--- config.mk ---
export PLATFORM = sky130hd
export DESIGN_NAME = integer_to_ascii_radix
export DESIGN_NICKNAME = d
export VERILOG_FILES = /design/src/rtl/ita_pkg.sv /design/src/rtl/integer_to_ascii_radix.sv /design/src/rtl/ita_digit_shifter.sv
export SDC_FILE = /design/constraint.sdc
export NUM_CORES = 1
export LEC_CHECK = 0
export BUFFER_PORTS_ARGS = -buffer_cell sky130_fd_sc_hd__buf_2
export CORE_MARGIN = 3
export CORE_UTILIZATION = 60
export CTS_BUF_LIST = sky130_fd_sc_hd__clkbuf_2 sky130_fd_sc_hd__clkbuf_4 sky130_fd_sc_hd__clkbuf_8
export DETAILED_ROUTE_END_ITERATION = 10
export PLACE_DENSITY = 0.79
export SYNTH_ARGS = -nofsm -noshare
export SYNTH_HDL_FRONTEND = slang
export SYNTH_HIERARCHICAL = 1
export SYNTH_SLANG_ARGS = --single-unit
--- constraint.sdc ---
create_clock -name clock -period 9.8 [get_ports clock]
set_clock_uncertainty 0.1 [all_clocks]
set_input_delay 1.96 -clock clock [delete_from_list [all_inputs] [get_ports clock]]
set_output_delay 1.96 -clock clock [all_outputs]
set_load 0.005 [all_outputs]
--- src/rtl/ita_pkg.sv ---
package ita_pkg;

   // Width of the value port; the converted width may be set lower.
   localparam int VALUE_BITS_DEF = 64;
   localparam int VALUE_PORT_W   = 64;
   localparam int CMD_W          = 2;
   localparam int CHAR_W         = 7;
   localparam int DIGIT_W        = 4;

   localparam logic [CMD_W-1:0] CMD_UDEC = 2'd0;
   localparam logic [CMD_W-1:0] CMD_SDEC = 2'd1;
   localparam logic [CMD_W-1:0] CMD_OCT  = 2'd2;
   localparam logic [CMD_W-1:0] CMD_HEX  = 2'd3;

   localparam logic [CHAR_W-1:0] CHAR_ZERO  = 7'h30;
   localparam logic [CHAR_W-1:0] CHAR_LOWER = 7'h61;
   localparam logic [CHAR_W-1:0] CHAR_UPPER = 7'h41;
   localparam logic [DIGIT_W-1:0] DIGIT_TEN = 4'd10;
   localparam logic [DIGIT_W-1:0] DIGIT_NINE = 4'd9;

   // Control word from the sequencer to the digit shifter.
   typedef struct packed {
      logic             clear;
      logic             bit_step;
      logic             slot_step;
      logic             bit_in;
      logic [CMD_W-1:0] cmd;
   } ita_ctl_type;

   function automatic logic [CHAR_W-1:0] digit_ascii(input logic [DIGIT_W-1:0] d,
                                                     input logic upper);
      logic [CHAR_W-1:0] base;
      base = upper ? CHAR_UPPER : CHAR_LOWER;
      if (d <= DIGIT_NINE) begin
         return CHAR_ZERO + CHAR_W'(d);
      end
      return base + CHAR_W'(d - DIGIT_TEN);
   endfunction

endpackage

--- src/rtl/integer_to_ascii_radix.sv ---
// Channel   Ports                                        Direction
// req       req_valid req_stall req_cmd req_upper_case   in  (word: one value)
//           req_value
// rsp       rsp_valid rsp_stall rsp_digit_char rsp_last  out (word: one digit)
//
// One word is converted bit-serially (one bit shifted into the digit slots
// per cycle, with BCD correction in decimal); the sequencer then skips the
// leading zero slots one at a time, ends the scan, emits the digits, holding
// on output stalls, and returns to idle, where the next word is taken.
// Synchronous active-high reset returns the sequencer to idle.
// req_stall is high from acceptance until the last digit is taken; a stalled
// digit holds on rsp_digit_char and rsp_last. A zero value emits no digits.
module integer_to_ascii_radix #(
   parameter int VALUE_BITS = ita_pkg::VALUE_BITS_DEF
) (
   input  logic                              clock,
   input  logic                              reset,
   input  logic                              req_valid,
   output logic                              req_stall,
   input  logic [ita_pkg::CMD_W-1:0]         req_cmd,
   input  logic                              req_upper_case,
   input  logic [ita_pkg::VALUE_PORT_W-1:0]  req_value,
   output logic                              rsp_valid,
   input  logic                              rsp_stall,
   output logic [ita_pkg::CHAR_W-1:0]        rsp_digit_char,
   output logic                              rsp_last
);
   import ita_pkg::*;

   // Octal needs the most slots; decimal and hex fit within them.
   localparam int DIGITS = (VALUE_BITS + 2) / 3;
   localparam int BIT_W  = (VALUE_BITS > 1) ? $clog2(VALUE_BITS) : 1;
   localparam int SLOT_W = $clog2(DIGITS + 1);

   localparam logic [1:0] ST_IDLE    = 2'd0;
   localparam logic [1:0] ST_CONVERT = 2'd1;
   localparam logic [1:0] ST_SCAN    = 2'd2;
   localparam logic [1:0] ST_EMIT    = 2'd3;

   logic [1:0]            state_ff, state_in;
   logic [BIT_W-1:0]      bit_cnt_ff, bit_cnt_in;
   logic [SLOT_W-1:0]     slot_cnt_ff, slot_cnt_in;
   logic [VALUE_BITS-1:0] value_ff, value_in;
   logic [CMD_W-1:0]      cmd_ff, cmd_in;
   logic                  upper_ff, upper_in;
   logic [VALUE_BITS-1:0] raw_value;
   logic [VALUE_BITS-1:0] magnitude;
   logic [DIGIT_W-1:0]    top_digit;
   ita_ctl_type           ctl;
   logic                  req_take;
   logic                  rsp_take;

   assign req_stall = (state_ff != ST_IDLE);
   assign req_take  = req_valid && !req_stall;
   assign rsp_valid = (state_ff == ST_EMIT);
   assign rsp_take  = rsp_valid && !rsp_stall;

   // Drop bits above VALUE_BITS, then take the magnitude in signed mode.
   assign raw_value = req_value[VALUE_BITS-1:0];
   assign magnitude = ((req_cmd == CMD_SDEC) && raw_value[VALUE_BITS-1])
                      ? (~raw_value + VALUE_BITS'(1)) : raw_value;

   always_comb begin
      state_in    = state_ff;
      bit_cnt_in  = bit_cnt_ff;
      slot_cnt_in = slot_cnt_ff;
      value_in    = value_ff;
      cmd_in      = cmd_ff;
      upper_in    = upper_ff;
      ctl.clear     = 1'b0;
      ctl.bit_step  = 1'b0;
      ctl.slot_step = 1'b0;
      ctl.bit_in    = value_ff[VALUE_BITS-1];
      ctl.cmd       = cmd_ff;
      unique case (state_ff)
         ST_IDLE: begin
            if (req_take) begin
               // Load the word and clear the digit slots.
               value_in   = magnitude;
               cmd_in     = req_cmd;
               upper_in   = req_upper_case;
               bit_cnt_in = BIT_W'(VALUE_BITS - 1);
               ctl.clear  = 1'b1;
               state_in   = ST_CONVERT;
            end
         end
         ST_CONVERT: begin
            // Shift one value bit, most significant first, into the slots.
            ctl.bit_step = 1'b1;
            value_in     = value_ff << 1;
            bit_cnt_in   = bit_cnt_ff - BIT_W'(1);
            if (bit_cnt_ff == '0) begin
               slot_cnt_in = SLOT_W'(DIGITS);
               state_in    = ST_SCAN;
            end
         end
         ST_SCAN: begin
            // Skip leading zero slots; a zero value runs out of slots.
            if (slot_cnt_ff == '0) begin
               state_in = ST_IDLE;
            end else if (top_digit == '0) begin
               ctl.slot_step = 1'b1;
               slot_cnt_in   = slot_cnt_ff - SLOT_W'(1);
            end else begin
               state_in = ST_EMIT;
            end
         end
         ST_EMIT: begin
            // Advance one slot per digit taken.
            if (rsp_take) begin
               ctl.slot_step = 1'b1;
               slot_cnt_in   = slot_cnt_ff - SLOT_W'(1);
               if (slot_cnt_ff == SLOT_W'(1)) begin
                  state_in = ST_IDLE;
               end
            end
         end
         default: begin
            state_in = ST_IDLE;
         end
      endcase
   end

   always_ff @(posedge clock) begin
      if (reset) begin
         state_ff    <= ST_IDLE;
         bit_cnt_ff  <= '0;
         slot_cnt_ff <= '0;
      end else begin
         state_ff    <= state_in;
         bit_cnt_ff  <= bit_cnt_in;
         slot_cnt_ff <= slot_cnt_in;
      end
   end

   always_ff @(posedge clock) begin
      value_ff <= value_in;
      cmd_ff   <= cmd_in;
      upper_ff <= upper_in;
   end

   ita_digit_shifter #(
      .DIGITS (DIGITS)
   ) u_shifter (
      .clock     (clock),
      .ctl       (ctl),
      .top_digit (top_digit)
   );

   // The top slot holds while stalled, so the digit word holds too.
   assign rsp_digit_char = digit_ascii(top_digit, upper_ff);
   assign rsp_last       = (slot_cnt_ff == SLOT_W'(1));

endmodule

--- src/rtl/ita_digit_shifter.sv ---
module ita_digit_shifter #(
   parameter int DIGITS = 22
) (
   input  logic                         clock,
   input  ita_pkg::ita_ctl_type         ctl,
   output logic [ita_pkg::DIGIT_W-1:0]  top_digit
);
   import ita_pkg::*;

   logic [DIGIT_W-1:0] digit_ff [DIGITS];
   logic [DIGIT_W-1:0] digit_in [DIGITS];
   logic [DIGIT_W-1:0] corr     [DIGITS];
   logic               cout     [DIGITS];

   // Each slot shifts left one bit; the carry into a slot comes from the old
   // value of the slot below, so carries do not ripple through the slots.
   always_comb begin
      for (int i = 0; i < DIGITS; i++) begin
         corr[i] = digit_ff[i];
         cout[i] = 1'b0;
         unique case (ctl.cmd)
            CMD_UDEC, CMD_SDEC: begin
               if (digit_ff[i] >= 4'd5) begin
                  corr[i] = digit_ff[i] + 4'd3;
               end
               cout[i] = corr[i][3];
            end
            CMD_OCT: begin
               cout[i] = digit_ff[i][2];
            end
            CMD_HEX: begin
               cout[i] = digit_ff[i][3];
            end
            default: begin
               cout[i] = 1'b0;
            end
         endcase
      end
      for (int i = 0; i < DIGITS; i++) begin
         digit_in[i] = digit_ff[i];
         if (ctl.clear) begin
            digit_in[i] = '0;
         end else if (ctl.bit_step) begin
            if (ctl.cmd == CMD_OCT) begin
               digit_in[i] = {1'b0, corr[i][1:0], (i == 0) ? ctl.bit_in : cout[(i+DIGITS-1)%DIGITS]};
            end else begin
               digit_in[i] = {corr[i][2:0], (i == 0) ? ctl.bit_in : cout[(i+DIGITS-1)%DIGITS]};
            end
         end else if (ctl.slot_step) begin
            digit_in[i] = (i == 0) ? '0 : digit_ff[(i+DIGITS-1)%DIGITS];
         end
      end
   end

   always_ff @(posedge clock) begin
      for (int i = 0; i < DIGITS; i++) begin
         digit_ff[i] <= digit_in[i];
      end
   end

   assign top_digit = digit_ff[DIGITS-1];

endmodule

---- Yosys cells after proc, flatten, opt, wreduce, memory -nomap -nowiden ----
Memory sizes are Yosys's and may differ from the RTL's.
Cells that the tools add are included.
storage, ports and cells
  flip-flop bits (word level) ............. 80
  memory bits (writable) .................. 88
  bits of input ports ..................... 71
  output and inout bits ................... 10
  word-level logic and storage cells ...... 273
  memories kept ........................... 1
cells by class
  add/subtract/negate cells ............... 28
  $lt $le $gt $ge ......................... 23
  equal/unequal tests ..................... 15
  multiplexer cells ....................... 181
  bitwise operators ....................... 1
  reductions and logical operators ........ 18
memories
  name                depth  width  read ports  clocked after memory_dff  wr ports  line                     source
  u_shifter.digit_ff  22     4      22          0                         22        ita_digit_shifter.sv:10  logic [DIGIT_W-1:0] digit_ff [DIGITS];
operator list
  operator                                                            count
  2-to-1 mux 4 bit                                                    109
  2-to-1 mux 64 bit                                                   2
  one-hot mux 64 bit (2 select lines)                                 1
  greater-or-equal comparator 4 x 3 -> 1 bit (second input constant)  22
  adder 4 x 2 -> 4 bit (second input constant)                        21
  2-to-1 mux 3 bit                                                    23
  adder 64 x 1 -> 64 bit (second input constant)                      1
  NOT 64 bit                                                          1
  one-hot mux 1 bit (3 select lines)                                  21
  2-to-1 mux 5 bit                                                    4
  one-hot mux 5 bit (3 select lines)                                  1
  2-to-1 mux 7 bit                                                    2
  2-to-1 mux 2 bit                                                    6
  2-to-1 mux 6 bit                                                    2
  one-hot mux 6 bit (2 select lines)                                  1
  AND reduction 5 bit                                                 2
  equality test 2 bit (second input constant)                         4
  inequality test 2 bit (second input constant)                       4
  one-hot mux 2 bit (4 select lines)                                  1
  adder 6 x 4 -> 7 bit (first input constant)                         1
  adder 7 bit                                                         1
  2-to-1 mux 1 bit                                                    7
  equality test 2 x 1 -> 1 bit (second input constant)                3
  zero test 6 bit                                                     1
  other kinds (18)                                                    25

---- Longest topological paths before layout ----
An unclocked memory read counts as a cell.
  depth in word-level cells ............... 8
  mapped depth ............................ 13
  depth with buffers taken out ............ 9

---- By module ----
Netlist, hierarchy kept.
modules (own cells, without submodules)
  module                  instances  cells an instance  area an instance (µm²)  sequential area each (µm²)
  ita_digit_shifter       1          855                7327.0                  1761.7
  integer_to_ascii_radix  1          578                5241.3                  2272.2

---- Least setup slack after synthesis ----
No wires, ideal clock.
  path type ............................... input-to-reg
  start ................................... input req_valid
  end ..................................... register value_ff[0] (enable)
  library setup time ...................... 577 ps
  data arrival time ....................... 6566 ps
  required time ........................... 9123 ps
  slack ................................... 2557 ps
  stages .................................. 2
  buffers on the path ..................... 0
  cells stage by stage .................... inv_1 > o21ai_0
on the way
  cells in the longest elaborated chain, start to end .. 3
ends and longest elaborated chain
  element                          line                           source
  start: declaration               integer_to_ascii_radix.sv:18   input logic req_valid,
  logical AND 1 bit                integer_to_ascii_radix.sv:54   assign req_take = req_valid && !req_stall;
  inequality test 2 bit (no line)  -
  AND reduction 2 bit (no line)    -
  end signal: assignment           integer_to_ascii_radix.sv:137  value_ff <= value_in;
  end: declaration                 integer_to_ascii_radix.sv:43   logic [VALUE_BITS-1:0] value_ff, value_in;
No other way between the ends.
A chain may end at the register's enable or synchronous reset.

==> results.sh <==
export IMPL_cap_viol_max_count=0
export IMPL_drive_above_1_share_pct=15.3
export IMPL_path_clk_slew_ps=100
export IMPL_synth_warnings=6
export IMPL_synth_edf_count=67
export IMPL_total_leakage_power_uw=0.00462
export IMPL_post_route_min_period_ps=4450
export IMPL_root_buffer="clkbuf_8"
export IMPL_synth_most_common_cell="nand2_1"
export IMPL_hold_buffers=0
export IMPL_place_congestion=0.898
export IMPL_grt_setup_unrepaired="false"
export IMPL_cts_sinks=168
export IMPL_io_buffer_count=80
export IMPL_crit_type="reg2out"
export IMPL_rows=52
export IMPL_num_antenna_cells=0
export IMPL_irDropWorstVdd_mv=0.0989
export IMPL_numCtsBuffers=17
export IMPL_route_detailed_drc=0
export IMPL_wl_per_cell_um=16.8
export IMPL_hold_violations=0
export IMPL_synth_top_area_share_pct=16.1
export IMPL_syn_to_final_growth_pct=6.67
export IMPL_hpwl_um=19100
export IMPL_first_pass_iters=5
export IMPL_fin_util_pct=65.6
export IMPL_slew_limit_headroom_pct=19.9
export IMPL_final_max_slew_violation_count=0
export IMPL_syn_num_nets=1561
export IMPL_r2r_cells=10
export IMPL_tns_ps=0
export IMPL_drtAntennaViolNets=0
export IMPL_ys_seq_area_share_pct=32.1
export IMPL_core_area_um2=20400
export IMPL_hold_depth=1
export IMPL_tightest_slew_ps=1200
export IMPL_synthTopCellsByArea="dfxtp_1, edfxtp_1, ha_1"
export IMPL_p_per_area_nw_per_um2=189
export IMPL_grt_use_total_pct=25.8
export IMPL_ctsResizeCount=0
export IMPL_synth_top_flop_cell="dfxtp_1"
export IMPL_ios=81
export IMPL_status="finished clean"
export IMPL_antenna_found_initial=0
export IMPL_synthCells=1433
export IMPL_start_util_pct=61.5
export IMPL_yosys_top_cells_count="nand2_1, nor2_1, o21ai_0"
export IMPL_synth_seq_cells=168
export IMPL_avgSynthCellArea_um2=8.77
export IMPL_syn_area_um2=12600
export IMPL_max_freq_mhz=225
export IMPL_die_area_um2=22700
export IMPL_period_share_pct=45.4
export IMPL_cp_end_kind="output port"
export IMPL_crit_required_ps=7740
export IMPL_first_iter_violations=758
export IMPL_overflow=0
export IMPL_synthDistinctLibCells=63
export IMPL_totalWireLength_um=29300
export IMPL_grt_pass1_vias=10100
export IMPL_clock_latency_ps=470
export IMPL_grt_max_degree=80
export IMPL_vias_per_cell=6.30
export IMPL_r2r_slack_ps=6020
export IMPL_num_vias=10900
export IMPL_die_w_um=151
export IMPL_tritoncts="yes"
export IMPL_setup_viol=0
export IMPL_path_max_fanout=7
export IMPL_yosysTopAreaCell="dfxtp_1"
export IMPL_synth_async_reset_ratio_pct=0
export IMPL_die_y_um=151
export IMPL_h_tree_depth=4
export IMPL_start_kind="flop"
export IMPL_grt_pass1_wl_um=48900
export IMPL_final_nets=1583
export IMPL_fillers=1694
export IMPL_postCtsSetupBuffers=0
export IMPL_max_clock_path_buffers=2
export IMPL_hold_class="reg2reg"
export IMPL_crit_arrival_ps=2390
final cells by class:
class / count / area [um2] / share of cell area [%]
inverters: 68 / 263 / 1.96
well taps: 270 / 338 / 2.52
flip-flops and latches: 168 / 4030 / 30.1
clock buffers: 17 / 234 / 1.75
repair buffers: 93 / 498 / 3.71
clock inverters: 15 / 161 / 1.20
multi-input cells: 1107 / 7880 / 58.8
through the flow:
stage | area [um2] | total power, uW | instances | hold slack [ps] | worst slack [ps]
after floorplan | 12600 | 1800 | 1433 | 343 | 2560
after global placement | 13000 | 1990 | 1706 | 361 | 5270
after detailed placement | 13000 | 2030 | 1706 | 365 | 5240
after CTS | 13400 | 2540 | 1738 | 385 | 5340
after global routing | 13400 | 2720 | 1738 | 397 | 5160
final | 13400 | 2530 | 1738 | 386 | 5350
kinds of logic (layout without fill, tap and decap cells):
| kind of cell | count (synthesis) | after routing | synth area share, % |
|---|---|---|---|
| AOI/OAI and AO/OA | 405 | 405 | 21.4 |
| xor gates and xnor gates | 65 | 65 | 4.53 |
| adders and majority gates | 57 | 57 | 5.67 |
| buffers and inverters | 158 | 193 | 5.43 |
| DFF | 168 | 168 | 32.1 |
| muxes | 86 | 86 | 7.27 |
| and+or+nand+nor | 494 | 494 | 23.6 |
worst max-delay path: stages (launching register included):
cell and delay (ps):
dfxtp_1 460, inv_1 160, ha_1 270, xor2_1 150, nor3b_1 360, a21oi_1 140
xnor2_1 190, nor2_1 60, buf_2 120
state kept, by name, summed over array words and instances (netlist names):
name                cells
bit_cnt_ff              6
upper_ff                1
value_ff               64
state_ff                2
slot_cnt_ff             5
cmd_ff                  2
u_shifter/digit_ff     88
placed cells by master, fill, tap and decap left out, types with 23 or more instances in the layout:
| cell | n |
|---|---|
| mux2i_1 | 44 |
| nand2_1 | 110 |
| mux2_2 | 42 |
| o2111ai_1 | 43 |
| and2_1 | 28 |
| nand2b_1 | 50 |
| a21oi_1 | 94 |
| xnor2_1 | 50 |
| o21ai_0 | 101 |
| inv_1 | 64 |
| nor2b_1 | 44 |
| or4_1 | 23 |
| dfxtp_1 | 101 |
| nor2_1 | 107 |
| a31oi_1 | 32 |
| o211ai_1 | 25 |
| edfxtp_1 | 67 |
| nor3_1 | 23 |
| buf_2 | 80 |
| ha_1 | 57 |
final timing paths:
kind | startpoint | to
min reg2reg | bit_cnt_ff[5]$_SDFFE_PP0P_ | bit_cnt_ff[5]$_SDFFE_PP0P_
max reg2reg | u_shifter/digit_ff[2][21]$_SDFFE_PP0P_ | u_shifter/digit_ff[0][24]$_SDFFE_PP0P_
min | bit_cnt_ff[5]$_SDFFE_PP0P_ | bit_cnt_ff[5]$_SDFFE_PP0P_
max | u_shifter/digit_ff[2][21]$_SDFFE_PP0P_ | rsp_digit_char[6]
per-layer routing:
metal | wire length [um] | GRT usage [%]
met1 | 13000 | 34.8
met2 | 14200 | 43.8
met3 | 1750 | 3.37
met4 | 376 | 6.53
met5 | 0 | 0
power by group:
group	switching [uW]	internal [uW]	leakage (uW)
Clock	294	212	0.000196
Combinational	531	395	0.00293
Sequential	183	920	0.00149
Total	1010	1530	0.00462
Note: power is estimated with default switching activity, not from simulation.
